[config.mk]
export PLATFORM = sky130hd
export DESIGN_NAME = fifo_thread_scheduler_with_join_top
export DESIGN_NICKNAME = d
export VERILOG_FILES = /design/src/hw/rtl/fts_pkg.sv /design/src/hw/rtl/fts_ram.sv /design/src/hw/rtl/fifo_thread_scheduler_with_join_top.sv
export SDC_FILE = /design/constraint.sdc
export NUM_CORES = 1
export LEC_CHECK = 0
export BUFFER_PORTS_ARGS = -buffer_cell sky130_fd_sc_hd__buf_4
export CAP_MARGIN = 20
export CORE_ASPECT_RATIO = 1.2
export CORE_MARGIN = 2
export CORE_UTILIZATION = 50
export DETAILED_ROUTE_END_ITERATION = 12
export GPL_TIMING_DRIVEN = 0
export PLACE_DENSITY = 0.7
export RECOVER_POWER = 50
export SYNTH_ARGS = -nofsm -noshare
export SYNTH_HDL_FRONTEND = slang
export SYNTH_HIERARCHICAL = 1
export SYNTH_SLANG_ARGS = --single-unit
[constraint.sdc]
create_clock -name clk_i -period 7.2 [get_ports clk_i]
set_clock_uncertainty 0.1 [all_clocks]
set_input_delay 1.08 -clock clk_i [delete_from_list [all_inputs] [get_ports clk_i]]
set_output_delay 1.08 -clock clk_i [all_outputs]
set_load 0.02 [all_outputs]
[src/hw/rtl/fts_pkg.sv]
// ----------------------------------------------------------------------------
// Thread scheduler package
// Shared constants and types of the FIFO thread scheduler with join.
// ----------------------------------------------------------------------------
package fts_pkg;

  localparam int unsigned MaxThreads = 16;

  typedef enum logic [1:0] {
    OP_TICK  = 2'd0,
    OP_SPAWN = 2'd1,
    OP_DONE  = 2'd2,
    OP_JOIN  = 2'd3
  } op_e;

  typedef enum logic [1:0] {
    STS_OK       = 2'd0,
    STS_NOTFOUND = 2'd1,
    STS_DEADLOCK = 2'd2,
    STS_NOSLOT   = 2'd3
  } status_e;

  typedef enum logic [2:0] {
    SL_FREE       = 3'd0,
    SL_READY      = 3'd1,
    SL_RUNNING    = 3'd2,
    SL_WAITING    = 3'd3,
    SL_TERMINATED = 3'd4
  } slot_e;

endpackage

[src/hw/rtl/fts_ram.sv]
// ----------------------------------------------------------------------------
// Generic RAM
// Single write port, single read port, registered read data.
// ----------------------------------------------------------------------------
module fts_ram #(
  parameter int unsigned Width = 8,
  parameter int unsigned Depth = 16
) (
  input  logic                     clk_i,
  input  logic                     we_i,
  input  logic [$clog2(Depth)-1:0] waddr_i,
  input  logic [Width-1:0]         wdata_i,
  input  logic [$clog2(Depth)-1:0] raddr_i,
  output logic [Width-1:0]         rdata_o
);

  logic [Width-1:0] mem_q [Depth];

  always_ff @(posedge clk_i) begin
    if (we_i) begin
      mem_q[waddr_i] <= wdata_i;
    end
    rdata_o <= mem_q[raddr_i];
  end

endmodule

[src/hw/rtl/fifo_thread_scheduler_with_join_top.sv]
// ----------------------------------------------------------------------------
// FIFO thread scheduler with join
// Event-driven thread scheduler with a ready queue and per-thread joiner lists.
// ----------------------------------------------------------------------------
// Channel   Direction  Payload
// s_axis    in         tdata = {target_tid, op}
// m_axis    out        tdata = {halted, running_tid, result_tid, status}
//
// One event at a time. From the input transfer to a valid result: tick and a
// join that blocks pass through S_SW, S_POP and S_POPD to S_OUT; a failed join,
// a join on a terminated target or any event after halt goes straight to S_OUT;
// spawn scans slot states in S_SPAWN, one slot state per cycle, up to the first
// free slot (through the last slot with no free slot); done walks its joiners
// serially through the link memory in S_WAKE and S_WLINK, then goes on as a
// tick. The input is ready again the cycle after the result register is loaded;
// a stalled result holds the next event in S_OUT. Slot states, list heads and
// flags reset with rst_ni; queue and link entries are memories without reset.
module fifo_thread_scheduler_with_join_top
  import fts_pkg::*;
#(
  parameter int unsigned MaxThr = MaxThreads
) (
  input  logic       clk_i,
  input  logic       rst_ni,
  input  logic       s_axis_tvalid,
  output logic       s_axis_tready,
  input  logic [7:0] s_axis_tdata,   // [1:0] op, [5:2] target_tid
  output logic       m_axis_tvalid,
  input  logic       m_axis_tready,
  output logic [15:0] m_axis_tdata   // [1:0] status, [5:2] result_tid,
                                     // [9:6] running_tid, [10] halted
);

  localparam int unsigned Aw = $clog2(MaxThr);

  typedef enum logic [7:0] {
    S_IDLE  = 8'b00000001,
    S_SPAWN = 8'b00000010,
    S_WAKE  = 8'b00000100,
    S_WLINK = 8'b00001000,
    S_SW    = 8'b00010000,
    S_POP   = 8'b00100000,
    S_POPD  = 8'b01000000,
    S_OUT   = 8'b10000000
  } state_e;

  state_e state_q, state_d;

  slot_e        slot_q [MaxThr];
  logic         jnil_q [MaxThr];
  logic [Aw-1:0] jhead_q [MaxThr];
  logic [Aw-1:0] head_q, tail_q, run_q, ret_q, w_q, scan_q;
  logic [Aw:0]  cnt_q;
  logic         ret_v_q, halt_q, wv_q;
  logic [1:0]   sts_q;
  logic [3:0]   res_q;
  logic         ovalid_q;
  logic [15:0]  odata_q;

  // Per-entry flag: the link of this thread points to a real joiner.
  logic lv_q [MaxThr];
  function automatic logic lnk_v(logic [Aw-1:0] a);
    return lv_q[a];
  endfunction

  // queue memory
  logic         q_we;
  logic [Aw-1:0] q_waddr, q_wdata, q_rdata;
  // link memory
  logic         l_we;
  logic [Aw-1:0] l_waddr, l_wdata, l_rdata;

  fts_ram #(.Width(Aw), .Depth(MaxThr)) u_queue (
    .clk_i, .we_i(q_we), .waddr_i(q_waddr), .wdata_i(q_wdata),
    .raddr_i(head_q), .rdata_o(q_rdata));
  fts_ram #(.Width(Aw), .Depth(MaxThr)) u_link (
    .clk_i, .we_i(l_we), .waddr_i(l_waddr), .wdata_i(l_wdata),
    .raddr_i(w_q), .rdata_o(l_rdata));

  logic [1:0] in_op;
  logic [3:0] in_tgt;
  logic       tgt_ok;
  logic [Aw-1:0] tgt;
  assign in_op  = s_axis_tdata[1:0];
  assign in_tgt = s_axis_tdata[5:2];
  assign tgt    = Aw'(in_tgt);
  assign tgt_ok = (32'(in_tgt) < MaxThr);

  // The result register can take a new result when it is empty or drains now.
  logic out_free;
  assign out_free = !ovalid_q || m_axis_tready;

  assign s_axis_tready = (state_q == S_IDLE);
  assign m_axis_tvalid = ovalid_q;
  assign m_axis_tdata  = odata_q;

  logic acc;
  assign acc = s_axis_tvalid && s_axis_tready;

  // Queue pushes happen in SPAWN, WAKE or SW; the head advances only in POPD.
  always_comb begin
    q_we    = 1'b0;
    q_waddr = tail_q;
    q_wdata = '0;
    l_we    = 1'b0;
    l_waddr = run_q;
    l_wdata = '0;
    state_d = state_q;
    unique case (state_q)
      S_IDLE: begin
        if (acc && !halt_q) begin
          unique case (op_e'(in_op))
            OP_TICK:  state_d = S_SW;
            OP_SPAWN: state_d = S_SPAWN;
            OP_DONE:  state_d = S_WAKE;
            OP_JOIN: begin
              if (tgt_ok && slot_q[tgt] != SL_FREE && cnt_q != '0
                  && slot_q[tgt] != SL_TERMINATED) begin
                l_we    = 1'b1;
                l_wdata = jhead_q[tgt];
                state_d = S_SW;
              end else begin
                state_d = S_OUT;
              end
            end
            default: state_d = S_OUT;
          endcase
        end else if (acc) begin
          state_d = S_OUT;
        end
      end
      S_SPAWN: begin
        if (slot_q[scan_q] == SL_FREE) begin
          q_we    = 1'b1;
          q_wdata = scan_q;
          state_d = S_OUT;
        end else if (32'(scan_q) == MaxThr - 1) begin
          state_d = S_OUT;
        end
      end
      S_WAKE: begin
        if (!wv_q) begin
          state_d = S_SW;
        end else begin
          q_we    = 1'b1;
          q_wdata = w_q;
          state_d = S_WLINK;
        end
      end
      S_WLINK: state_d = S_WAKE;
      S_SW: begin
        if (slot_q[run_q] == SL_RUNNING) begin
          q_we    = 1'b1;
          q_wdata = run_q;
        end
        state_d = S_POP;
      end
      S_POP:  state_d = S_POPD;
      S_POPD: state_d = S_OUT;
      S_OUT: begin
        if (out_free) state_d = S_IDLE;
      end
      default: state_d = S_IDLE;
    endcase
  end

  always_ff @(posedge clk_i or negedge rst_ni) begin
    if (!rst_ni) begin
      state_q  <= S_IDLE;
      for (int i = 0; i < MaxThr; i++) begin
        slot_q[i]  <= (i == 0) ? SL_RUNNING : SL_FREE;
        jnil_q[i]  <= 1'b1;
        jhead_q[i] <= '0;
      end
      head_q   <= '0;
      tail_q   <= '0;
      cnt_q    <= '0;
      run_q    <= '0;
      ret_q    <= '0;
      w_q      <= '0;
      ret_v_q  <= 1'b0;
      halt_q   <= 1'b0;
      ovalid_q <= 1'b0;
      wv_q     <= 1'b0;
      scan_q   <= '0;
      sts_q    <= STS_OK;
      res_q    <= '0;
      odata_q  <= '0;
    end else begin
      state_q <= state_d;
      if (q_we) begin
        tail_q <= (32'(tail_q) == MaxThr - 1) ? '0 : tail_q + 1'b1;
        cnt_q  <= cnt_q + 1'b1;
      end
      if (state_q == S_OUT && out_free) ovalid_q <= 1'b1;
      else if (m_axis_tready) ovalid_q <= 1'b0;
      unique case (state_q)
        S_IDLE: begin
          sts_q  <= STS_OK;
          res_q  <= '0;
          scan_q <= '0;
          if (acc && !halt_q) begin
            unique case (op_e'(in_op))
              OP_DONE: begin
                slot_q[run_q] <= SL_TERMINATED;
                w_q  <= jhead_q[run_q];
                wv_q <= !jnil_q[run_q];
                jnil_q[run_q] <= 1'b1;
              end
              OP_JOIN: begin
                if (!tgt_ok || slot_q[tgt] == SL_FREE) begin
                  sts_q <= STS_NOTFOUND;
                end else if (cnt_q == '0) begin
                  sts_q <= STS_DEADLOCK;
                end else begin
                  res_q <= in_tgt;
                  if (slot_q[tgt] != SL_TERMINATED) begin
                    slot_q[run_q]  <= SL_WAITING;
                    jhead_q[tgt]   <= run_q;
                    jnil_q[tgt]    <= 1'b0;
                  end
                end
              end
              default: ;
            endcase
          end
        end
        S_SPAWN: begin
          if (slot_q[scan_q] == SL_FREE) begin
            slot_q[scan_q] <= SL_READY;
            jnil_q[scan_q] <= 1'b1;
            res_q <= 4'(scan_q);
          end else if (32'(scan_q) == MaxThr - 1) begin
            sts_q <= STS_NOSLOT;
          end else begin
            scan_q <= scan_q + 1'b1;
          end
        end
        S_WAKE: begin
          if (wv_q) slot_q[w_q] <= SL_READY;
        end
        S_WLINK: begin
          // The link read of w_q returns now; the walk ends when the woken
          // thread had no joiner behind it in the list.
          w_q  <= l_rdata;
          wv_q <= (l_rdata != w_q) && lnk_v(w_q);
        end
        S_SW: begin
          if (slot_q[run_q] == SL_RUNNING) begin
            slot_q[run_q] <= SL_READY;
          end else if (slot_q[run_q] == SL_TERMINATED) begin
            if (ret_v_q) slot_q[ret_q] <= SL_FREE;
            if (run_q == '0) begin
              slot_q[0] <= SL_FREE;
              ret_v_q   <= 1'b0;
            end else begin
              ret_q   <= run_q;
              ret_v_q <= 1'b1;
            end
          end
        end
        S_POP: begin
          if (cnt_q == '0) halt_q <= 1'b1;
        end
        S_POPD: begin
          if (!halt_q) begin
            slot_q[q_rdata] <= SL_RUNNING;
            run_q  <= q_rdata;
            head_q <= (32'(head_q) == MaxThr - 1) ? '0 : head_q + 1'b1;
            cnt_q  <= cnt_q - 1'b1;
          end
        end
        S_OUT: begin
          if (out_free) begin
            odata_q <= {5'd0, halt_q, 4'(run_q), res_q, sts_q};
          end
        end
        default: ;
      endcase
    end
  end

  always_ff @(posedge clk_i or negedge rst_ni) begin
    if (!rst_ni) begin
      for (int i = 0; i < MaxThr; i++) lv_q[i] <= 1'b0;
    end else if (l_we) begin
      lv_q[run_q] <= !jnil_q[tgt];
    end
  end

endmodule

# Word level (Yosys, flattened, before mapping)
# Memory sizes are Yosys's and may differ from the RTL's. A register that Yosys moved wholly into a read port is not among the register bits.
# Cells that the tools add are included.
# word_totals
out_inout_bits	18
memories	2
inputBits	12
reg_bits	202
ram_bits	128
# memory_table
memory	depth	word_bits	rd	rd_clocked_by_memory_dff	wr	line	text
u_link.mem_q	16	4	1	1	1	fts_ram.sv:17	logic [Width-1:0] mem_q [Depth];
u_queue.mem_q	16	4	1	1	1	fts_ram.sv:17	
# classes
bitwise	35
muxes	123
addsub	5
eq_ne	36
n_reduce_logical	42
n_lt_le_gt_ge	12
# op_table
operator	n
$mux 48	10
$pmux 48 s5	1
$and 32x32->32	5
$not 32->32	5
$or 16x16->16	7
$pmux 48 s2	1
$mux 4	23
$mux 16	5
$bwmux 64	1
$pmux 16 s2	2
$pmux 8 s8	1
$demux 3 s4	5
$and 48x48->48	1
$mux 8	6
$not 48->48	1
$bmux 3 s4	3
$mux 3	12
$and 16x16->16	2
$bmux 4 s4	2
$not 16->16	2
$or 32x32->32	1
$pmux 8 s4	1
$ge 5x5->1 const B	6
$lt 5x1->1 const B	6
52 further kinds	144

# Depth between registers and ports, before layout
# Gate-level depths: netlist of the first run.
# depth
depth_word	13
ltp_mapped	13
ltp_nobuf	9

# Modules after synthesis
# The synthesis of the first run kept the hierarchy.
# by_module_without_submodules
module	seq_area_each_um2	area_each_um2	cells_per_inst	n_inst
fifo_thread_scheduler_with_join_top	5077.4	13177.6	1298	1
fts_ram	2001.9	2666.3	130	2

# Worst setup path after synthesis of the first run
# Ideal clock, no wire load.
# synth_path
path_kind	input -> register
startpoint	input s_axis_tdata[2]
endpoint	memory u_link/mem_q[0][0] in the netlist's numbering (data pin)
n_path_buf	4
stages	7
setup_ps	297
t_arrival_ps	3582
setup_slack_ps	3221
path_cell_list	buf_2 -> buf_2 -> buf_1 -> buf_2 -> mux4_2 -> mux4_2 -> and2_1
# synth_via
elab_chain_len	11
elab_cells_between_ends	15
classes_between	1 x eq/ne; 10 x mux; 1 x bitwise; 3 x reduce/logical
# synth_lines
item	line	text
start: declaration	fifo_thread_scheduler_with_join_top.sv:27	input logic [7:0] s_axis_tdata,
$not 4->5 (not written as such) (*)	fifo_thread_scheduler_with_join_top.sv:117, fifo_thread_scheduler_with_join_top.sv:118, fifo_thread_scheduler_with_join_top.sv:120	
$bmux 3 s4	fifo_thread_scheduler_with_join_top.sv:117, fifo_thread_scheduler_with_join_top.sv:118	
$mux 3 (not written as such) (2 in a row)	fifo_thread_scheduler_with_join_top.sv:117, fifo_thread_scheduler_with_join_top.sv:118	
$reduce_bool 3->1	fifo_thread_scheduler_with_join_top.sv:117	if (tgt_ok && slot_q[tgt] != SL_FREE && cnt_q != '0
$logic_and 1x1->1	fifo_thread_scheduler_with_join_top.sv:117	
$logic_and 1x1->1	fifo_thread_scheduler_with_join_top.sv:118	&& slot_q[tgt] != SL_TERMINATED) begin
$mux 4 (*)	fifo_thread_scheduler_with_join_top.sv:117	
$mux 4 (*)	fifo_thread_scheduler_with_join_top.sv:112	unique case (op_e'(in_op))
$mux 4 (*)	fifo_thread_scheduler_with_join_top.sv:111	if (acc && !halt_q) begin
$mux 4 (*)	fifo_thread_scheduler_with_join_top.sv:109	unique case (state_q)
net l_wdata[0]	fifo_thread_scheduler_with_join_top.sv:71	logic [Aw-1:0] l_waddr, l_wdata, l_rdata;
end: declaration	fts_ram.sv:17	
# Mark *: on every way through the listed nets, which the timed path passes. The rest lies on a longest branch. The select of a mux whose other input is x is not followed.

# Worst setup path after layout of the first run
# layout_path
startpoint	register run_q[0] (netlist: l_waddr[0])
endpoint	memory u_queue/mem_q[0][1] in the netlist's numbering (enable)
# layout_via
elab_chain_len	9
# layout_lines
item	line	text
start: declaration	fifo_thread_scheduler_with_join_top.sv:52	logic [Aw-1:0] head_q, tail_q, run_q, ret_q, w_q, scan_q;
start signal: assignment	fifo_thread_scheduler_with_join_top.sv:268	run_q <= q_rdata;
$not 4->5 (not written as such)	fifo_thread_scheduler_with_join_top.sv:152	if (slot_q[run_q] == SL_RUNNING) begin
$bmux 3 s4	fifo_thread_scheduler_with_join_top.sv:152	
$mux 3 (not written as such) (2 in a row)	fifo_thread_scheduler_with_join_top.sv:152	
$eq 3x2->1	fifo_thread_scheduler_with_join_top.sv:152	
$mux 1	fifo_thread_scheduler_with_join_top.sv:152	
$pmux 1 s3	fifo_thread_scheduler_with_join_top.sv:109	
net q_we	fifo_thread_scheduler_with_join_top.sv:67	logic q_we;
$mux 1	fts_ram.sv:20	if (we_i) begin
$mux 1 (not written as such)	fts_ram.sv:21	mem_q[waddr_i] <= wdata_i;
end: declaration	fts_ram.sv:17	
# The timed path passes the listed nets, and every way through them passes these cells. The select of a mux whose other input is x is not followed.

==> out/qor.csv, run 1 <==
stage,metric,value,unit
outcome,outcome,finished with violations,
outcome,violations,"capacitance limit, slew limit",
grt,grt_max_degree,125,
logic_synthesis,synth_flop_cell,dfrtp_1,
layout,antennaDiodeCount,0,
clocking,cts_sinks,338,
floorplanning,rows,77,
grt,grt_overflow,0,
worst_setup_path,cp-end-kind,register,
grt,grt_use_met3,6.46,%
sta,fmax,0.163,GHz
clocking,cts_max_level,2,
layout,nets,1642,
sta,layout_setup_ws,1.07,ns
worst_setup_path,worst-path-max-fanout,13,
detailed_routing,drt_wl_total,63200,microns
floorplanning,start_util,50.4,%
clocking,cts-hold-fix-buffers,0,
logic_synthesis,synth_cell_type_count,95,
layout,layout_commonest_cell,dfrtp_1,
grt,grtUsageMet2,50.2,%
floorplanning,core_area,36700,sq um
detailed_routing,dr_total_vias,14824,
grt,grtUsageTotal,32.8,%
floorplanning,die_height,215,microns
sta,fin_crit_sh,85.1,%
pwr,seqPwrFrac,37.2,%
sta,post-route-min-period,6.13,ns
detailed_routing,avgRoutedWirePerCell,29.8,microns
sta,hold_violations,0,
worst_setup_path,critical_path_required,7.27,ns
logic_synthesis,async_flop_share,59.8,%
worst_setup_path,critical_path_arrival,6.20,ns
layout,fin_util,55.8,%
pwr,internal_power,4.07,mW
sta,drv_slew,79,
logic_synthesis,synth-seq-cells,338,
logic_synthesis,synth_seq_area_share,49.1,%
sta,setup_viol,0,
worst_setup_path,cp-start-kind,register,
pwr,p_comb_share,31.8,%
sta,slew_headroom,-223,%
logic_synthesis,syn_area_per_cell,11.9,sq um
logic_synthesis,synth_cells,1558,
detailed_routing,postRouteAntennaNets,0,
sta,fin_tns_setup,0,ns
place,io_buffer_count,18,
hold_path,hold_class,reg -> reg,
pwr,clockPowerShare,31.1,%
worst_setup_path,critical_path_class,reg -> reg,
grt,first_global_vias,14821,
layout,mostFrequentLayoutCells,"dfrtp_1, edfxtp_1, nand2_1",
clocking,cts_made_buffers,36,
logic_synthesis,syn-cell-area,18500,sq um
pwr,p_leak,7.82,nW
pwr,switching_share,37.6,%
floorplanning,die_area,38600,sq um
clocking,postCtsSetupBuffers,0,
logic_synthesis,synth_warnings,6,
flow_run,cap_violations,1,
detailed_routing,avgViaCountPerCell,6.99,
pwr,peakVddDrop,0.235,mV
clocking,cts_tree,done,
detailed_routing,first_pass_iters,9,
sta,tightest_slew,4.85,ns
clocking,cts.clk_slew.worst_paths,0.07,ns
place,place_congestion,1.03,
detailed_routing,drcViolationCount,0,
grt,use_met1,43.0,%
floorplanning,die_w,180,microns
logic_synthesis,synth_edf_count,128,
clocking,cts-root-buf,clkbuf_16,
pwr,power_density,318,nW/um^2
grt,grt.busiest_layer,met2,
place,detailed_place_hpwl,45700,microns
worst_setup_path,rrSetupSlack,1.07,ns
place,pre_cts_slack,1.91,ns
clocking,clkLatencyLatePin,0.57,ns
layout,syn2layout_area_growth,10.6,%
layout,drive_gt1_share,19.3,%
detailed_routing,drtIter0Drc,1848,
grt,grt_first_pass_wirelength,95000,microns
grt,antenna_found_initial,0,
clocking,cts-resized-gates,0,
sta,grt_setup_unrepaired,no,
floorplanning,io_pins,30,
pwr,p_sw,2.45,mW
clocking,cts_buffer_depth,3,
==> final timing paths <==
check | startpoint | cells after the start | endpoint
max in group asynchronous | rst_ni | 1 | async pin
worst max-delay path | l_waddr[0] | 10 | u_queue/mem_q[0][1]
worst max register to register | l_waddr[0] | 10 | u_queue/mem_q[0][1]
worst min-delay path | cnt_q[4] | 1 | cnt_q[4]
worst min register to register | cnt_q[4] | 1 | cnt_q[4]
min in group asynchronous | rst_ni | 1 | q_waddr[3]
==> power by group through the flow <==
| stage | Sequential [mW] | Combinational [mW] | Clock (mW) |
|---|---|---|---|
| final | 2.42 | 2.07 | 2.02 |
| after global routing | 2.43 | 2.16 | 2.12 |
| after CTS | 2.41 | 2.01 | 2.04 |
| after detailed placement | 2.44 | 2.01 | 0 |
| after global placement | 2.44 | 1.98 | 0 |
| after floorplan | 2.35 | 1.32 | 0 |
==> area by class of cell <==
| type | count | area (sq um) |
|---|---|---|
| Buffer | 117 | 546 |
| Clock buffer | 41 | 951 |
| Clock inverter | 24 | 322 |
| Fill cell | 3038 | 16200 |
| Inverter | 26 | 97.6 |
| Multi-Input combinational cell | 1081 | 8760 |
| Sequential cell | 338 | 9080 |
| Tap cell | 474 | 593 |
| Timing Repair Buffer | 21 | 123 |
==> per-layer routing <==
| layer | wire length [microns] | vias up |
|---|---|---|
| met5 | 0 | - |
| met4 | 5050 | 0 |
| met3 | 6440 | 288 |
| met2 | 28200 | 1034 |
| met1 | 23500 | 7347 |
| li1 | - | 6155 |
==> Yosys cell counts (all sizes together) (5+ instances only) <==
master   instances  area share [%]
o41ai            6            0.28
mux4           109              14
a222oi           5            0.27
xnor2            9            0.43
dfrtp          184              25
mux2i            6            0.32
edfxtp         128              21
a21oi           85             2.3
or3              8            0.27
and3            13            0.44
or3b             6            0.28
a221o            5            0.27
nand2b          21            0.71
dfstp           18             2.6
nand3           56             1.5
nor2           110             2.3
o2bb2ai          7            0.33
ha               9            0.61
mux2           104             6.3
nor3            61             1.7
nand2          124             2.6
o21ai           95             2.6
nand4           10            0.42
inv             24            0.49
or2              6            0.20
and2            16            0.54
nor2b           23            0.78
a22oi           14            0.57
o31ai           17            0.72
dfxtp            8            0.87
o32ai            7            0.33
a41oi            5            0.28
nor4             5            0.32
a22o             7            0.33
o221ai           9            0.43
a31oi           37             1.3
nand4b           5            0.24
buf             46             1.6
clkbuf          71             1.4
a221oi          14            0.66
==> per-stage QoR <==
stage / hold WS, ns / total power, mW / area [sq um] / std cells
floorplan: 0.346 / 3.67 / 18500 / 1562
global route: 0.415 / 6.71 / 20500 / 2122
finish: 0.403 / 6.51 / 20500 / 2122
CTS: 0.396 / 6.46 / 20600 / 2122
detailed placement: 0.378 / 4.45 / 19300 / 2057
global placement: 0.368 / 4.41 / 19300 / 2054
==> worst max-delay path, cell delays in order, from the launching register on <==
cell and delay (ns):
dfrtp_1 0.69, clkbuf_1 0.58, clkbuf_1 0.82, mux4_2 0.61, nand2_1 0.17, nand4_4 0.21, nor4_4 0.95, or3_1 0.25
buf_2 0.30, or3b_2 0.52, nor3_1 0.51
==> cell families (layout without fill, tap and decap cells) <==
| group | Yosys count | in the layout | synth area share (%) |
|---|---|---|---|
| adders and majority gates | 9 | 9 | 0.608 |
| buffers and inverters | 143 | 229 | 3.62 |
| muxes | 219 | 219 | 20.5 |
| other | 1 | 5 | 0.0203 |
| DFF | 338 | 338 | 49.1 |
| and+or+nand+nor | 481 | 481 | 13.0 |
| xor gates and xnor gates | 13 | 13 | 0.615 |
| AOI/OAI and AO/OA | 354 | 354 | 12.6 |
No activity file was read; power rests on OpenSTA's default activity.
==> run 2: changes to the inputs <==
--- a/config.mk
+++ b/config.mk
@@ -11,9 +11,9 @@
 export CORE_MARGIN = 2
 export CORE_UTILIZATION = 50
 export DETAILED_ROUTE_END_ITERATION = 12
-export GPL_TIMING_DRIVEN = 0
 export PLACE_DENSITY = 0.7
 export RECOVER_POWER = 50
+export SETUP_SLACK_MARGIN = 0.1
 export SYNTH_ARGS = -nofsm -noshare
 export SYNTH_HDL_FRONTEND = slang
 export SYNTH_HIERARCHICAL = 1
==> run 2 against run 1 <==
Effect of this change:
- the flow still finishes with violations (capacitance limit, slew limit)
- via count is 5.4% lower
- register-to-register slack better by 0.46 ns
- sequential power hardly changed
- setup slack better by 0.46 ns
- critical path depth stayed put
- count of clock-buffer cells in the layout is 9 higher
- cell area is 2.0% lower
- sequential share of layout area is 0.93 points higher
- combinational power is 11% lower
- die area stayed put
==> out/qor.csv, run 2 (synthesized netlist as in run 1, its figures left out) <==
stage,metric,value,unit
outcome,outcome,finished with violations,
outcome,violations,"capacitance limit, slew limit",
hold_path,hold_class,reg -> reg,
floorplanning,die_w,180,microns
detailed_routing,avgViaCountPerCell,6.88,
worst_setup_path,crit_buf_inv,3,
layout,nets,1557,
place,io_buffer_count,22,
floorplanning,core_area,36700,sq um
sta,slew_headroom,-119,%
sta,hold_violations,0,
layout,drive_gt1_share,20.1,%
place,detailed_place_hpwl,40400,microns
worst_setup_path,cpMaxStageDelayCell,nor4_1,
clocking,cts-root-buf,clkbuf_16,
pwr,seqPwrFrac,39.3,%
worst_setup_path,cp-end-kind,register,
flow_run,cap_violations,4,
sta,fmax,0.176,GHz
worst_setup_path,critical_path_required,7.25,ns
detailed_routing,first_pass_iters,8,
pwr,internal_power,3.92,mW
grt,grt_overflow,0,
grt,antenna_found_initial,0,
sta,drv_slew,158,
grt,grt_first_pass_wirelength,88300,microns
layout,fin_util,54.7,%
floorplanning,rows,77,
clocking,cts_tree,done,
clocking,cts-resized-gates,0,
detailed_routing,drtIter0Drc,1872,
clocking,cts_made_buffers,37,
pwr,p_comb_share,29.9,%
pwr,peakVddDrop,0.213,mV
pwr,switching_share,36.8,%
place,dp_cells,1971,
layout,final_cells,2037,
sta,fin_tns_setup,0,ns
sta,fin_crit_sh,78.7,%
layout,syn2layout_area_growth,8.40,%
worst_setup_path,worst-path-max-fanout,28,
clocking,postCtsSetupBuffers,0,
detailed_routing,dr_total_vias,14019,
floorplanning,die_area,38600,sq um
pwr,p_sw,2.28,mW
clocking,cts-hold-fix-buffers,0,
floorplanning,start_util,50.4,%
worst_setup_path,rrSetupSlack,1.53,ns
sta,grt_setup_unrepaired,no,
layout,multi_input_area,8760,sq um
sta,post-route-min-period,5.67,ns
place,place_congestion,1.02,
sta,setup_viol,0,
grt,grtUsageTotal,30.3,%
detailed_routing,drt_wl_total,58400,microns
worst_setup_path,max_stage_delay,0.81,ns
floorplanning,die_height,215,microns
detailed_routing,avgRoutedWirePerCell,28.7,microns
layout,layout_commonest_cell,dfrtp_1,
grt,grt_max_degree,109,
clocking,cts.clk_slew.worst_paths,0.06,ns
pwr,clockPowerShare,30.8,%
clocking,clkLatencyLatePin,0.54,ns
layout,mostFrequentLayoutCells,"dfrtp_1, edfxtp_1, nand2_1",
worst_setup_path,critical_path_arrival,5.72,ns
clocking,cts_max_level,2,
worst_setup_path,cp-start-kind,register,
grt,first_global_vias,14017,
detailed_routing,postRouteAntennaNets,0,
pwr,p_leak,7.66,nW
layout,antennaDiodeCount,0,
floorplanning,io_pins,30,
layout,regArea,9090,sq um
clocking,cts_sinks,338,
layout,fillers,3097,
worst_setup_path,critical_path_class,reg -> reg,
clocking,cts_buffer_depth,3,
pwr,power_density,309,nW/um^2
worst_setup_path,crit_family,simple AND/OR/NAND/NOR gates,
worst_setup_path,crit_chain,nor4_1 > and4b_1 > clkbuf_1 > nand2_1 > nor2_1 > nand2_1 > clkbuf_1 > clkinv_1 > or3b_2 > nor3_1,
sta,tightest_slew,3.28,ns
detailed_routing,drcViolationCount,0,
run 2: changes by cell type in the layout (fill, tap and decap cells not counted), sizes merged:
cell      delta
inv          -1
buf          -8
clkbuf      -69
clkinvlp     -1
bufinv       -4
clkinv       -2
run 2: final timing paths:
check | start | endpoint | cells after the start
max in group asynchronous | rst_ni | l_waddr[0] | 2
worst min-delay path | cnt_q[4] | cnt_q[4] | 1
min in group asynchronous | rst_ni | m_axis_tvalid | 1
worst min register to register | cnt_q[4] | cnt_q[4] | 1
worst max register to register | state_q[4] | u_link/mem_q[0][1] | 10
worst max-delay path | state_q[4] | u_link/mem_q[0][1] | 10
run 2: cell type report:
type,instances,share of cell area [%]
inverter,26,0.486
sequential,338,45.3
timing repair buffer,52,1.58
tap,474,2.96
clock inverter,16,0.861
multi-input combinational,1081,43.7
clock buffer,50,5.16
run 2: power groups by stage:
stage | sequential (mW) | combinational (mW) | clock (mW)
3_5_place_dp | 2.46 | 1.82 | 0
2_1_floorplan | 2.35 | 1.32 | 0
3_3_place_gp | 2.45 | 1.80 | 0
4_1_cts | 2.42 | 1.83 | 1.94
6_report | 2.43 | 1.85 | 1.91
5_1_grt | 2.45 | 1.96 | 2.02
run 2: per-stage QoR:
step,hold slack (ns),setup slack (ns),cell area (sq um),power [mW]
final,0.378,1.53,20100,6.20
after global routing,0.395,1.03,20100,6.43
after floorplan,0.346,3.22,18500,3.67
after detailed placement,0.374,1.63,19000,4.28
after global placement,0.365,1.66,19000,4.25
after CTS,0.384,2.16,20200,6.19
run 2: routing by layer:
layer / vias to the layer above / part of all wire, % / global-route usage (%)
li1: 5988 / - / -
met1: 7101 / 39 / 39.6
met2: 732 / 47 / 48.3
met3: 198 / 8.4 / 6.13
met4: 0 / 5.7 / 15.0
met5: - / 0 / 0
